**config.mk**
```make
export PLATFORM = sky130hd
export DESIGN_NAME = timed_note_glow_table
export DESIGN_NICKNAME = d
export VERILOG_FILES = /design/src/rtl/tngt_pkg.sv /design/src/rtl/timed_note_glow_table.sv /design/src/rtl/tngt_entry_ram.sv /design/src/rtl/tngt_step_unit.sv /design/src/rtl/tngt_note_map.sv
export VERILOG_INCLUDE_DIRS = /design/src /design/src/rtl
export SDC_FILE = /design/constraint.sdc
export NUM_CORES = 2
export LEC_CHECK = 0
export ABC_AREA = 1
export BUFFER_PORTS_ARGS = -buffer_cell sky130_fd_sc_hd__buf_2
export CORE_MARGIN = 5
export CORE_UTILIZATION = 30
export DETAILED_ROUTE_END_ITERATION = 6
export SKIP_CTS_REPAIR_TIMING = 1
export SYNTH_ARGS = -nofsm -noshare
export SYNTH_HDL_FRONTEND = slang
export SYNTH_SLANG_ARGS = --single-unit
export TNS_END_PERCENT = 1
```
**constraint.sdc**
```tcl
create_clock -name clk -period 17.63 [get_ports clk]
set_input_delay 0 -clock clk [delete_from_list [all_inputs] [get_ports clk]]
set_output_delay 0 -clock clk [all_outputs]
set_load 0.01 [all_outputs]
```
**src/rtl/timed_note_glow_table_macros.svh**
```systemverilog
// Assertion macros used by the glow table top level.
`ifndef TIMED_NOTE_GLOW_TABLE_MACROS_SVH
`define TIMED_NOTE_GLOW_TABLE_MACROS_SVH

// Check that cons holds in the same cycle as ante.
`define TNGT_ASSERT_SAME(label, clk, rst_n, ante, cons) \
    label: assert property (@(posedge clk) disable iff (!rst_n) (ante) |-> (cons)) \
        else $error("glow table check failed");

// Check that cons holds in the cycle after ante.
`define TNGT_ASSERT_NEXT(label, clk, rst_n, ante, cons) \
    label: assert property (@(posedge clk) disable iff (!rst_n) (ante) |=> (cons)) \
        else $error("glow table check failed");

`endif

```
**src/rtl/tngt_pkg.sv**
```systemverilog
// Shared types and constants of the timed note glow table.
`timescale 1ns / 1ps
`default_nettype none

package tngt_pkg;

    localparam int NOTE_LOW      = 21;
    localparam int NOTE_HIGH     = 108;
    localparam int KEY_SPAN      = 88;
    localparam int PITCH_CLASSES = 12;
    localparam int HUE_STEP      = 21;
    localparam int LEVEL_BASE    = 30;
    localparam int LEVEL_FLOOR   = 10;

    localparam logic [15:0] DEFAULT_DURATION_RESET = 16'd200;
    localparam logic [15:0] MAX_DURATION_RESET     = 16'd8000;

    // Result word kinds
    localparam logic [1:0] KIND_STORED  = 2'd0;
    localparam logic [1:0] KIND_DROPPED = 2'd1;
    localparam logic [1:0] KIND_LIVE    = 2'd2;
    localparam logic [1:0] KIND_EMPTY   = 2'd3;

    // Configuration register indexes
    localparam logic REG_DEFAULT_DURATION = 1'b0;
    localparam logic REG_MAX_DURATION     = 1'b1;

    typedef enum logic {
        OP_ADD,
        OP_SUB
    } step_op_t;

    typedef struct packed {
        logic [11:0] position;
        logic [7:0]  hue;
        logic [31:0] expiry;
        logic [7:0]  level;
    } entry_t;

endpackage

`default_nettype wire

```
**src/rtl/timed_note_glow_table.sv**
```systemverilog
// Top level of the timed note glow table: sequencer, config and result register.
`timescale 1ns / 1ps
`default_nettype none
`include "timed_note_glow_table_macros.svh"

// Timed note glow table. Keeps up to CAPACITY glowing notes for a
// PANEL_WIDTH x PANEL_HEIGHT LED panel in an entry memory with one write
// and one read port, and works on one input word at a time; in_ready is
// high only while the sequencer is idle, but a finished result word may
// still wait in the output register while the next input word is taken.
// A note-on (cmd 0) is accepted first; then the note is mapped, the expiry
// is added through the shared 32-bit adder, the entry is appended (or the
// note dropped when the table is full) and the result word is loaded. In a
// tick (cmd 1) the scan reads one entry a cycle through the memory read
// port, judges each one in the cycle after its read, runs it through the
// shared subtract/decay unit and writes survivors back packed at the front
// of the table, then closes the scan; when none survive an empty result
// word is loaded instead, else the stream reads each survivor in
// S_STREAM_RD and loads it into the output register in S_STREAM_OUT,
// because the memory read is registered. Output back-pressure stalls each
// step that loads a result word. No clearing pass after reset: live_count
// alone bounds which entries are read. Configuration writes (cfg_we) are
// taken at any edge but belong to idle periods.
module timed_note_glow_table #(
    parameter int CAPACITY     = 16,
    parameter int PANEL_WIDTH  = 64,
    parameter int PANEL_HEIGHT = 64
) (
    input  wire         clk,
    input  wire         rst_n,
    // input channel
    input  wire         in_valid,
    output logic        in_ready,
    input  wire         cmd,
    input  wire [7:0]   note,
    input  wire [31:0]  glow_ms,
    input  wire [7:0]   velocity,
    input  wire [31:0]  now_ms,
    // result channel
    output logic        out_valid,
    input  wire         out_ready,
    output logic [1:0]  kind,
    output logic [11:0] position,
    output logic [7:0]  hue,
    output logic [7:0]  level,
    output logic        last,
    // configuration
    input  wire         cfg_we,
    input  wire         cfg_index,
    input  wire [15:0]  cfg_data
);

    localparam int CW = $clog2(CAPACITY + 1);
    localparam int AW = (CAPACITY > 1) ? $clog2(CAPACITY) : 1;

    typedef enum logic [2:0] {
        S_IDLE,
        S_NOTE,
        S_SCAN,
        S_STREAM_RD,
        S_STREAM_OUT,
        S_EMPTY
    } state_t;

    state_t      state_reg, state_next;
    logic [CW-1:0] live_count_reg, live_count_next;
    logic [CW-1:0] rd_idx_reg, rd_idx_next;
    logic [CW-1:0] kept_reg, kept_next;
    logic          rd_valid_reg, rd_valid_next;
    logic          out_valid_reg, out_valid_next;
    logic [1:0]    kind_reg, kind_next;
    logic [11:0]   position_reg, position_next;
    logic [7:0]    hue_reg, hue_next;
    logic [7:0]    level_reg, level_next;
    logic          last_reg, last_next;
    logic [15:0]   default_duration_reg;
    logic [15:0]   max_duration_reg;

    // latched input word
    logic [7:0]  note_reg;
    logic [31:0] duration_reg;
    logic [7:0]  velocity_reg;
    logic [31:0] now_reg;

    logic        in_fire;
    logic        out_free;
    logic        full;
    logic [31:0] duration_sel;

    // note mapping
    logic [11:0] map_position;
    logic [7:0]  map_hue;
    logic [7:0]  map_level;

    // shared unit
    tngt_pkg::step_op_t step_op;
    logic [31:0] step_a;
    logic [31:0] step_b;
    logic [31:0] step_result;
    logic        step_expired;
    logic [7:0]  step_level;
    logic        keep;

    // entry memory
    logic              ram_we;
    logic [AW-1:0]     ram_waddr;
    tngt_pkg::entry_t  ram_wdata;
    logic              ram_re;
    tngt_pkg::entry_t  ram_rdata;

    assign in_ready = (state_reg == S_IDLE);
    assign in_fire  = in_valid && in_ready;
    assign out_free = !out_valid_reg || out_ready;
    assign full     = (live_count_reg == CW'(CAPACITY));

    assign out_valid = out_valid_reg;
    assign kind      = kind_reg;
    assign position  = position_reg;
    assign hue       = hue_reg;
    assign level     = level_reg;
    assign last      = last_reg;

    // Configuration registers
    always_ff @(posedge clk or negedge rst_n)
    begin
        if (!rst_n)
        begin
            default_duration_reg <= tngt_pkg::DEFAULT_DURATION_RESET;
            max_duration_reg     <= tngt_pkg::MAX_DURATION_RESET;
        end
        else if (cfg_we)
        begin
            case (cfg_index)
                tngt_pkg::REG_DEFAULT_DURATION: default_duration_reg <= cfg_data;
                tngt_pkg::REG_MAX_DURATION:     max_duration_reg     <= cfg_data;
                default:                        default_duration_reg <= default_duration_reg;
            endcase
        end
    end

    // Hold the accepted input word for the whole item
    always_ff @(posedge clk)
    begin
        if (in_fire)
        begin
            note_reg     <= note;
            duration_reg <= glow_ms;
            velocity_reg <= velocity;
            now_reg      <= now_ms;
        end
    end

    // Zero asks for the default; anything else is clamped to the maximum
    always_comb
    begin
        if (duration_reg == 32'd0)
        begin
            duration_sel = {16'd0, default_duration_reg};
        end
        else if (duration_reg < {16'd0, max_duration_reg})
        begin
            duration_sel = duration_reg;
        end
        else
        begin
            duration_sel = {16'd0, max_duration_reg};
        end
    end

    tngt_note_map #(
        .PANEL_WIDTH  (PANEL_WIDTH),
        .PANEL_HEIGHT (PANEL_HEIGHT)
    ) u_note_map (
        .note     (note_reg),
        .velocity (velocity_reg),
        .position (map_position),
        .hue      (map_hue),
        .level    (map_level)
    );

    // Note-on adds the expiry; the scan subtracts now from each expiry
    always_comb
    begin
        if (state_reg == S_NOTE)
        begin
            step_op = tngt_pkg::OP_ADD;
            step_a  = now_reg;
            step_b  = duration_sel;
        end
        else
        begin
            step_op = tngt_pkg::OP_SUB;
            step_a  = ram_rdata.expiry;
            step_b  = now_reg;
        end
    end

    tngt_step_unit u_step (
        .op        (step_op),
        .a         (step_a),
        .b         (step_b),
        .level_in  (ram_rdata.level),
        .result    (step_result),
        .expired   (step_expired),
        .level_out (step_level)
    );

    // Drop an entry only when it is both expired and dark
    assign keep = !(step_expired && (step_level == 8'd0));

    // Memory port control
    always_comb
    begin
        ram_we    = 1'b0;
        ram_waddr = kept_reg[AW-1:0];
        ram_wdata = ram_rdata;
        ram_re    = 1'b0;
        case (state_reg)
            S_NOTE:
            begin
                ram_we             = out_free && !full;
                ram_waddr          = live_count_reg[AW-1:0];
                ram_wdata.position = map_position;
                ram_wdata.hue      = map_hue;
                ram_wdata.expiry   = step_result;
                ram_wdata.level    = map_level;
            end
            S_SCAN:
            begin
                ram_re          = (rd_idx_reg < live_count_reg);
                ram_we          = rd_valid_reg && keep;
                ram_wdata.level = step_level;
            end
            S_STREAM_RD:
            begin
                ram_re = 1'b1;
            end
            default:
            begin
                ram_we = 1'b0;
            end
        endcase
    end

    tngt_entry_ram #(
        .DEPTH (CAPACITY),
        .AW    (AW)
    ) u_entry_ram (
        .clk   (clk),
        .we    (ram_we),
        .waddr (ram_waddr),
        .wdata (ram_wdata),
        .re    (ram_re),
        .raddr (rd_idx_reg[AW-1:0]),
        .rdata (ram_rdata)
    );

    // Sequencer
    always_comb
    begin
        state_next      = state_reg;
        live_count_next = live_count_reg;
        rd_idx_next     = rd_idx_reg;
        kept_next       = kept_reg;
        rd_valid_next   = 1'b0;
        out_valid_next  = out_valid_reg && !out_ready;
        kind_next       = kind_reg;
        position_next   = position_reg;
        hue_next        = hue_reg;
        level_next      = level_reg;
        last_next       = last_reg;

        case (state_reg)
            S_IDLE:
            begin
                if (in_fire)
                begin
                    rd_idx_next = '0;
                    kept_next   = '0;
                    state_next  = cmd ? S_SCAN : S_NOTE;
                end
            end

            S_NOTE:
            begin
                if (out_free)
                begin
                    out_valid_next = 1'b1;
                    last_next      = 1'b1;
                    if (full)
                    begin
                        kind_next     = tngt_pkg::KIND_DROPPED;
                        position_next = '0;
                        hue_next      = '0;
                        level_next    = '0;
                    end
                    else
                    begin
                        kind_next       = tngt_pkg::KIND_STORED;
                        position_next   = map_position;
                        hue_next        = map_hue;
                        level_next      = map_level;
                        live_count_next = live_count_reg + CW'(1);
                    end
                    state_next = S_IDLE;
                end
            end

            S_SCAN:
            begin
                // Read one entry a cycle, judge the one read last cycle
                if (rd_idx_reg < live_count_reg)
                begin
                    rd_idx_next   = rd_idx_reg + CW'(1);
                    rd_valid_next = 1'b1;
                end
                if (rd_valid_reg && keep)
                begin
                    kept_next = kept_reg + CW'(1);
                end
                if ((rd_idx_reg == live_count_reg) && !rd_valid_reg)
                begin
                    live_count_next = kept_reg;
                    rd_idx_next     = '0;
                    state_next      = (kept_reg == '0) ? S_EMPTY : S_STREAM_RD;
                end
            end

            S_STREAM_RD:
            begin
                state_next = S_STREAM_OUT;
            end

            S_STREAM_OUT:
            begin
                if (out_free)
                begin
                    out_valid_next = 1'b1;
                    kind_next      = tngt_pkg::KIND_LIVE;
                    position_next  = ram_rdata.position;
                    hue_next       = ram_rdata.hue;
                    level_next     = ram_rdata.level;
                    last_next      = ((rd_idx_reg + CW'(1)) == live_count_reg);
                    rd_idx_next    = rd_idx_reg + CW'(1);
                    state_next     = ((rd_idx_reg + CW'(1)) == live_count_reg) ?
                                     S_IDLE : S_STREAM_RD;
                end
            end

            S_EMPTY:
            begin
                if (out_free)
                begin
                    out_valid_next = 1'b1;
                    kind_next      = tngt_pkg::KIND_EMPTY;
                    position_next  = '0;
                    hue_next       = '0;
                    level_next     = '0;
                    last_next      = 1'b1;
                    state_next     = S_IDLE;
                end
            end

            default:
            begin
                state_next = S_IDLE;
            end
        endcase
    end

    always_ff @(posedge clk or negedge rst_n)
    begin
        if (!rst_n)
        begin
            state_reg      <= S_IDLE;
            live_count_reg <= '0;
            rd_idx_reg     <= '0;
            kept_reg       <= '0;
            rd_valid_reg   <= 1'b0;
            out_valid_reg  <= 1'b0;
            kind_reg       <= '0;
            position_reg   <= '0;
            hue_reg        <= '0;
            level_reg      <= '0;
            last_reg       <= 1'b0;
        end
        else
        begin
            state_reg      <= state_next;
            live_count_reg <= live_count_next;
            rd_idx_reg     <= rd_idx_next;
            kept_reg       <= kept_next;
            rd_valid_reg   <= rd_valid_next;
            out_valid_reg  <= out_valid_next;
            kind_reg       <= kind_next;
            position_reg   <= position_next;
            hue_reg        <= hue_next;
            level_reg      <= level_next;
            last_reg       <= last_next;
        end
    end

    // The table never holds more than its capacity
    `TNGT_ASSERT_SAME(a_count_bound, clk, rst_n, 1'b1, live_count_reg <= CW'(CAPACITY))
    // Compaction never writes ahead of the read pointer
    `TNGT_ASSERT_SAME(a_kept_behind, clk, rst_n, state_reg == S_SCAN, kept_reg <= rd_idx_reg)
    // Streaming only reads entries that survived the scan
    `TNGT_ASSERT_SAME(a_stream_range, clk, rst_n, state_reg == S_STREAM_OUT,
                      rd_idx_reg < live_count_reg)
    // A stored note grows the table by one
    `TNGT_ASSERT_NEXT(a_note_append, clk, rst_n, (state_reg == S_NOTE) && out_free && !full,
                      live_count_reg == $past(live_count_reg) + CW'(1))

endmodule

`default_nettype wire

```
**src/rtl/tngt_entry_ram.sv**
```systemverilog
// Entry store: one write port and one registered read port.
`timescale 1ns / 1ps
`default_nettype none

module tngt_entry_ram #(
    parameter int DEPTH = 16,
    parameter int AW    = 4
) (
    input  wire                  clk,
    input  wire                  we,
    input  wire [AW-1:0]         waddr,
    input  tngt_pkg::entry_t     wdata,
    input  wire                  re,
    input  wire [AW-1:0]         raddr,
    output tngt_pkg::entry_t     rdata
);

    tngt_pkg::entry_t mem [DEPTH];

    always_ff @(posedge clk)
    begin
        if (we)
        begin
            mem[waddr] <= wdata;
        end
    end

    // Hold the read word until the next read
    always_ff @(posedge clk)
    begin
        if (re)
        begin
            rdata <= mem[raddr];
        end
    end

endmodule

`default_nettype wire

```
**src/rtl/tngt_step_unit.sv**
```systemverilog
// Shared 32-bit add/subtract unit with expiry test and level decay.
`timescale 1ns / 1ps
`default_nettype none

module tngt_step_unit (
    input  tngt_pkg::step_op_t op,
    input  wire [31:0]         a,
    input  wire [31:0]         b,
    input  wire [7:0]          level_in,
    output logic [31:0]        result,
    output logic               expired,
    output logic [7:0]         level_out
);

    logic [9:0] level_x3;

    always_comb
    begin
        case (op)
            tngt_pkg::OP_ADD: result = a + b;
            tngt_pkg::OP_SUB: result = a - b;
            default:          result = a + b;
        endcase
    end

    // Expired once the signed time left is zero or negative
    assign expired = (result == 32'd0) || result[31];

    assign level_x3  = {2'b00, level_in} + {1'b0, level_in, 1'b0};
    assign level_out = (level_in > 8'(tngt_pkg::LEVEL_FLOOR)) ? level_x3[9:2] : 8'd0;

endmodule

`default_nettype wire

```
**src/rtl/tngt_note_map.sv**
```systemverilog
// Note to panel position, hue and start level.
`timescale 1ns / 1ps
`default_nettype none

module tngt_note_map #(
    parameter int PANEL_WIDTH  = 64,
    parameter int PANEL_HEIGHT = 64
) (
    input  wire [7:0]   note,
    input  wire [7:0]   velocity,
    output logic [11:0] position,
    output logic [7:0]  hue,
    output logic [7:0]  level
);

    localparam int CLW      = $clog2(PANEL_WIDTH);
    localparam int ROW      = PANEL_HEIGHT / 2;
    localparam int ROW_BASE = ROW * PANEL_WIDTH;
    localparam bit ROW_ODD  = (ROW % 2) != 0;
    localparam int SPAN     = tngt_pkg::KEY_SPAN;

    logic [CLW-1:0] col_rom [SPAN];
    logic [7:0]     hue_rom [256];
    logic [6:0]     rel;
    logic [CLW-1:0] col;
    logic [CLW-1:0] col_eff;
    logic [31:0]    index_full;
    logic [9:0]     level_sum;

    for (genvar g = 0; g < SPAN; g++)
    begin : g_col
        assign col_rom[g] = CLW'((g * PANEL_WIDTH) / SPAN);
    end

    for (genvar h = 0; h < 256; h++)
    begin : g_hue
        assign hue_rom[h] = 8'((h % tngt_pkg::PITCH_CLASSES) * tngt_pkg::HUE_STEP);
    end

    // Clamp to the 88-key range for the position only
    always_comb
    begin
        if (note < 8'(tngt_pkg::NOTE_LOW))
        begin
            rel = 7'd0;
        end
        else if (note > 8'(tngt_pkg::NOTE_HIGH))
        begin
            rel = 7'(tngt_pkg::NOTE_HIGH - tngt_pkg::NOTE_LOW);
        end
        else
        begin
            rel = 7'(note - 8'(tngt_pkg::NOTE_LOW));
        end
    end

    assign col        = col_rom[rel];
    assign col_eff    = ROW_ODD ? (CLW'(PANEL_WIDTH - 1) - col) : col;
    assign index_full = 32'(ROW_BASE) + 32'(col_eff);
    assign position   = index_full[11:0];
    assign hue        = hue_rom[note];

    assign level_sum = {1'b0, velocity, 1'b0} + 10'(tngt_pkg::LEVEL_BASE);
    assign level     = (level_sum > 10'd255) ? 8'd255 : level_sum[7:0];

endmodule

`default_nettype wire
```
; ---- After elaboration in Yosys (flattened, before gate mapping)
; Memories as Yosys holds them, arrays and structs flattened. A register that Yosys moved wholly into a read port is not among the register bits.
; Cells that the tools add are included.
; Widths: inputs -> output; s select.
[op_classes]
n_addsub = 9
mul = 0
n_div = 0
order_cmp = 8
n_eq_ne = 17
shift = 0
n_mux = 66
bitwise_logic = 3
n_reduce_logical = 33
[ops]
columns = cell, n
row1 = $mux 32, 4
row2 = $mux 8, 11
row3 = $logic_not 32->1, 2
row4 = $pmux 32 s2, 1
row5 = $mux 52, 1
row6 = $mux 12, 4
row7 = $pmux 8 s3, 2
row8 = $mux 5, 8
row9 = $pmux 12 s3, 1
row10 = $add 32x32->32, 1
row11 = $lt 32x16->1, 1
row12 = $sub 32x32->32, 1
row13 = $pmux 5 s2, 2
row14 = $pmux 8 s2, 1
row15 = $reduce_and 4->1, 4
row16 = $add 5x1->5 const B, 3
row17 = $mux 3, 5
row18 = $pmux 3 s5, 1
row19 = $pmux 5 s3, 1
row20 = $mux 7, 2
row21 = $add 12x6->12 const A, 1
row22 = $mux 6, 2
row23 = $ne 2x2->1 const B, 6
row24 = $add 8x9->10, 1
row25 = other kinds (36), 70
[totals]
reg_bits = 163
latchBits = 0
ramBits = 960
romBits = 2816
inputBits = 103
wordCells = 156
mem_count = 3
[mem_list]
columns = memory, words, width, rd, rd_clocked_by_memory_dff, wr, line_no
row1 = (no name shown), 256, 8, 1, 0, 0, tngt_note_map.sv:61  ; assign hue = hue_rom[note];
row2 = u_entry_ram.mem, 16, 60, 1, 1, 1, tngt_entry_ram.sv:18  ; tngt_pkg::entry_t mem [DEPTH];
row3 = (no name shown), 128, 6, 1, 0, 0, tngt_note_map.sv:57  ; assign col = col_rom[rel];

; ---- Longest topological paths before layout
[depth]
ltp_word = 14
depth_mapped = 45

; ---- Modules after synthesis
; From an unflattened synthesis, not the netlist that was laid out.
[hier_totals]
cells_unflattened = 6197
hier_area_um2 = 57604.0
[by_module_without_submodules]
columns = module, n_inst, cells_each, area_per_inst_um2, seq_area_each_um2
row1 = tngt_entry_ram, 1, 3950, 42813.6, 30629.4
row2 = timed_note_glow_table, 1, 1088, 8675.8, 4490.6
row3 = tngt_step_unit, 1, 757, 3802.4, 0.0
row4 = tngt_note_map, 1, 402, 2312.2, 0.0

; ---- Worst setup path before layout
; No wires, ideal clock.
[synth_timing]
kind = register to register
startpoint = register max_duration_reg[9]
endpoint = memory u_entry_ram.mem[13][0] (netlist bit), enable pin
setup_ns = 0.479
arrival_ns = 7.291
required_ns = 17.151
path_slack_ns = 9.860
path_stages_with_launch = 40
path_buffers = 0
synth_period_minus_slack_ns = 7.770
cell_sequence = dfstp_2 > inv_1 > ha_1 > nand2_1 > inv_1 > o21ai_0 > a21oi_1 > nor2_4 > nand2_4 > nand2_1 > nand3_1 > a21oi_2 > ha_1 > nand3_1 > nor2_2 > nand2_2 > nor3_1 > inv_1 > [4 not listed] > ha_1 > nand2_1 > nor3_1 > nand4_1 > nand3_1 > a21oi_1 > o21bai_1 > nand2_1 > nand3_1 > xor2_1 > nand4_1 > nand2_1 > nand2_1 > nand2_2 > nand2_4 > nand2_8 > nand2_2 > nor2_1
[synth_between]
elab_chain_cells = 14
elab_cells_between_ends = 15
[synth_lines]
columns = item, line_no
row1 = start: declaration, timed_note_glow_table.sv:77  ; logic [15:0] max_duration_reg;
row2 = start signal: assignment, timed_note_glow_table.sv:129  ; max_duration_reg <= tngt_pkg::MAX_DURATION_RESET;
row3 = start signal: assignment, timed_note_glow_table.sv:135  ; tngt_pkg::REG_MAX_DURATION: max_duration_reg <= cfg_data;
row4 = $lt 32x16->1, timed_note_glow_table.sv:160  ; else if (duration_reg < {16'd0, max_duration_reg})
row5 = $mux 32 *, timed_note_glow_table.sv:160
row6 = $mux 32 *, timed_note_glow_table.sv:156  ; if (duration_reg == 32'd0)
row7 = $mux 32 *, timed_note_glow_table.sv:184  ; if (state_reg == S_NOTE)
row8 = $sub 32x32->32 / $add 32x32->32 (equally long branches), -
row9 = $pmux 32 s2 *, tngt_step_unit.sv:19  ; case (op)
row10 = $logic_not 32->1, tngt_step_unit.sv:27  ; assign expired = (result == 32'd0) || result[31];
row11 = $logic_or 1x1->1 *, tngt_step_unit.sv:27
row12 = $logic_and 1x1->1 *, timed_note_glow_table.sv:209  ; assign keep = !(step_expired && (step_level == 8'd0));
row13 = $logic_not 1->1 *, timed_note_glow_table.sv:209
row14 = $logic_and 1x1->1 *, timed_note_glow_table.sv:231  ; ram_we = rd_valid_reg && keep;
row15 = $pmux 1 s2 *, timed_note_glow_table.sv:218  ; case (state_reg)
row16 = $mux 1 *, tngt_entry_ram.sv:22  ; if (we)
row17 = $mux 1 (not written as such) *, tngt_entry_ram.sv:24  ; mem[waddr] <= wdata;
row18 = end: declaration, tngt_entry_ram.sv:18
; Mark *: on every way between the ends. The rest lies on a longest branch, timed or not.

; ---- Worst setup path in the final report
[layout_timing]
startpoint = register max_duration_reg[9]
endpoint = memory u_entry_ram.mem[5][27] (netlist bit), enable pin
; The elaborated chain is that of the path after synthesis.

==> parameters.txt <==
Parameter                              Value

Run status
  Outcome    finished, violations left
  Violations in the final reports    hold timing

Placement
  Placed Area    between 50,000 and 60,000 um^2
  Input/output buffers    135
  DP Worst Slack    between 9000 and 10,000 ps
  Inst Count DP    ~6,600
  Half-perimeter wire length after detailed placement    about 85,000 um
  Placer Congestion    between 0.8 and 0.9

Die
  Initial standard-cell utilization of the core    0.3006
  Horiz. Die Dim    423.9 um
  Num rows    approximately 150
  Area inside the core boundary    171,000 um^2
  Die height    about 420 um
  Number of ports placed on the die boundary    ~140
  Total Die Area    ~180,000 um^2

STA
  Min Tclk post-route    about 8400 ps
  Setup tns final    0 ps
  Hold WS    -8.743 ps
  Final setup slack of the worst path    a little over 9000 ps
  Slew at the pin closest to its max-slew limit    between 1000 and 1500 ps
  Peak clock frequency supported by timing    about 0.12 GHz
  Final count of negative-setup-slack endpoints    0
  Max-slew violation count    0
  Hold Fails Final Rpt    1
  Final period utilization    0.4792
  RSZ-0062 raised after global routing    false
  Worst clock skew    around 28 ps
  Worst relative slew slack    0.2394

Setup path
  Worst endpoint data arrival time    8760 ps
  Setup crit start kind    flop
  Max incr delay on CP    between 800 and 900 ps
  Worst Path Max Fanout    38
  CP max-delay cell    nor2_4
  CP delay by family, top    simple AND/OR/NAND/NOR gates
  Cell repeated most along the worst path    nand2_1
  Type of element capturing the critical path    flop
  Worst Setup Path Type    reg2reg
  Number of buffers and inverters on the critical path    5
  Required time of the worst setup path    17,950 ps

Route
  Final wirelength    between 100,000 and 150,000 um
  Violation count after the first detailed-routing iteration    between 3,000 and 4,000
  First-pass iteration count of the detailed router    5
  Routed wire length per instance    roughly 21 um
  Post-DRT Antenna Nets    0
  DRC violation count after routing    0
  Count of vias placed by the detailed router    ~36,000
  Detailed-route vias per instance    approximately 5.2

Synthesis
  Leading cell types by total area after synthesis    edfxtp_1 (64%), o21ai_0 (6.0%), nand2_1 (4.7%), nor2_1 (3.6%), dfrtp_1 (3.6%)
  Sequential-to-total area share from yosys stat    0.6832
  Number of instances in the synthesized netlist    about 4,500
  Number of nets in the synthesized netlist    4,646
  Share of Yosys cell area claimed by the top area cell type    0.6426
  Most area-hungry cell type in the Yosys netlist    edfxtp_1
  Register bit count reported by yosys    ~1,200
  Post-synthesis cell type count    58
  Syn Area/Cell    between 10 and 15 um^2
  Fraction of synthesis flops using an asynchronous set or reset pin    0.07016
  Total number of yosys warnings    0
  Netlist Area Pre-Place    51,400 um^2
  Number of enable-type register cells in the synthesized netlist    1,100
  Most used DFF post-synth    edfxtp_1

Clock network
  Worst-skew pair later-pin latency    between 700 and 800 ps
  Max clock buf depth    3
  Clock root buffer    clkbuf_16
  Num Clock Sinks    around 1,200
  Clock tree from TritonCTS    built
  Clock input transition at the sequential cells of the worst setup and hold paths    60 ps
  Number of clock buffers inserted by TritonCTS    between 100 and 150
  Count of H-tree levels built during CTS    3

Global route
  Pin count of the biggest net entering global routing    between 150 and 200
  Number of global-route vias before repair    34,270
  First-pass GRT wire length    between 200,000 and 250,000 um
  Number of antenna violations at the first check in global routing    1
  Overall routing resource usage    0.1584
  Residual overflow from global routing    0

Layout
  Fraction of final layout cells with drive strength greater than 1    0.09817
  Count of nets after finishing    slightly below 5,000
  Area Growth Syn to Fin    16.35%
  Final standard cell utilization of the core    0.3498
  Flip-flop count of the largest register, all copies and words added    960
  Post-route standard cell area excluding fillers    ~60,000 um^2
  Registers with the most flip-flops    u_entry_ram.mem x960, u_entry_ram.rdata x60
  Final Instance Count excl. Fillers    between 6,000 and 7,000
  Reg with most FFs    u_entry_ram.mem
  Antenna diodes    0

Power
  Pwr Total    10.57 mW
  Worst supply voltage drop on vdd    approximately 0.12 mV
  Pwr Density    roughly 180 nW/um^2
  Leak pwr    ~21 nW

Worst hold path
  Worst min-delay path category    in2reg

Job
  Maximum capacitance violations    0
## routing by layer
metal	routed length (um)	track usage	share of wire
met1	64940	0.2231	0.43
met2	69470	0.2551	0.46
met3	10950	0.02303	0.073
met4	4140	0.04636	0.028
met5	0	0	0
## path summary, 6_finish.rpt
path | startpoint | end | slack [ps] | cells after the start
worst max-delay path | max_duration_reg[9] | u_entry_ram.mem[5][27] | 9180 | 40
worst min-delay path | glow_ms[15] | duration_reg[15] | -9 | 2
worst max register to register | max_duration_reg[9] | u_entry_ram.mem[5][27] | 9180 | 40
worst min register to register | kind[1] | kind[1] | 480 | 2
max in group asynchronous | rst_n | rd_idx_reg[2] | 16650 | 4
min in group asynchronous | rst_n | default_duration_reg[7] | 390 | 3
## placed cells by master (no fill, tap or decap), types with 22 or more instances in the layout
| master | instances |
|---|---|
| o221ai_1 | 125 |
| xor2_1 | 34 |
| nor2_1 | 480 |
| inv_1 | 211 |
| a21oi_1 | 332 |
| clkbuf_1 | 29 |
| edfxtp_1 | 1100 |
| o21ai_0 | 611 |
| buf_2 | 134 |
| ha_1 | 88 |
| o22ai_1 | 134 |
| dlygate4sd3_1 | 128 |
| clkbuf_16 | 123 |
| dfrtp_1 | 70 |
| nor3_1 | 22 |
| buf_4 | 75 |
| nand2_1 | 643 |
| nand3_1 | 121 |
## cell usage after synthesis (all sizes together) (18+ instances only)
master / number
nor2: 509
o22ai: 134
xnor2: 18
xor2: 34
dfrtp: 74
o21ai: 624
clkbuf: 224
nand4: 21
ha: 88
edfxtp: 1100
buf: 26
o221ai: 125
inv: 222
nor3: 23
nand3: 121
nand2: 661
a21oi: 335
## report_power, final
part / total [mW] / internal [mW] / switching, mW
logic: 3.87 / 1.09 / 2.78
registers: 4.20 / 4.01 / 0.192
clock network: 2.50 / 1.44 / 1.06
total: 10.6 / 6.54 / 4.03
## worst register-to-register path: cells and delay by family, from the launching register on
family                   cells  cell delay [ps]
AND/OR/NAND/NOR             25             4320
buffers and inverters        5             1060
XOR/XNOR                     1              180
adder cells (fa/ha/maj)      3              900
flip-flops                   1              540
AO/OA/AOI/OAI                6              990
## kinds of logic after synthesis
family,Yosys count,synth area share
adders and majority gates,90,0.02220
AOI/OAI and AO/OA,1285,0.1411
and+or+nand+nor,1362,0.1080
xor gates and xnor gates,52,0.008860
buffers and inverters,473,0.03510
muxes,8,0.001558
DFF,1183,0.6832
## layout make-up
type,count,area (um^2)
Clock inverter,61,604.3
Multi-Input combinational cell,2797,14640
Sequential cell,1183,35130
Timing Repair Buffer,339,2562
Clock buffer,154,3214
Fill cell,16570,111200
Tap cell,2233,2794
Inverter,223,859.6
No activity file was read; power rests on OpenSTA's default activity.
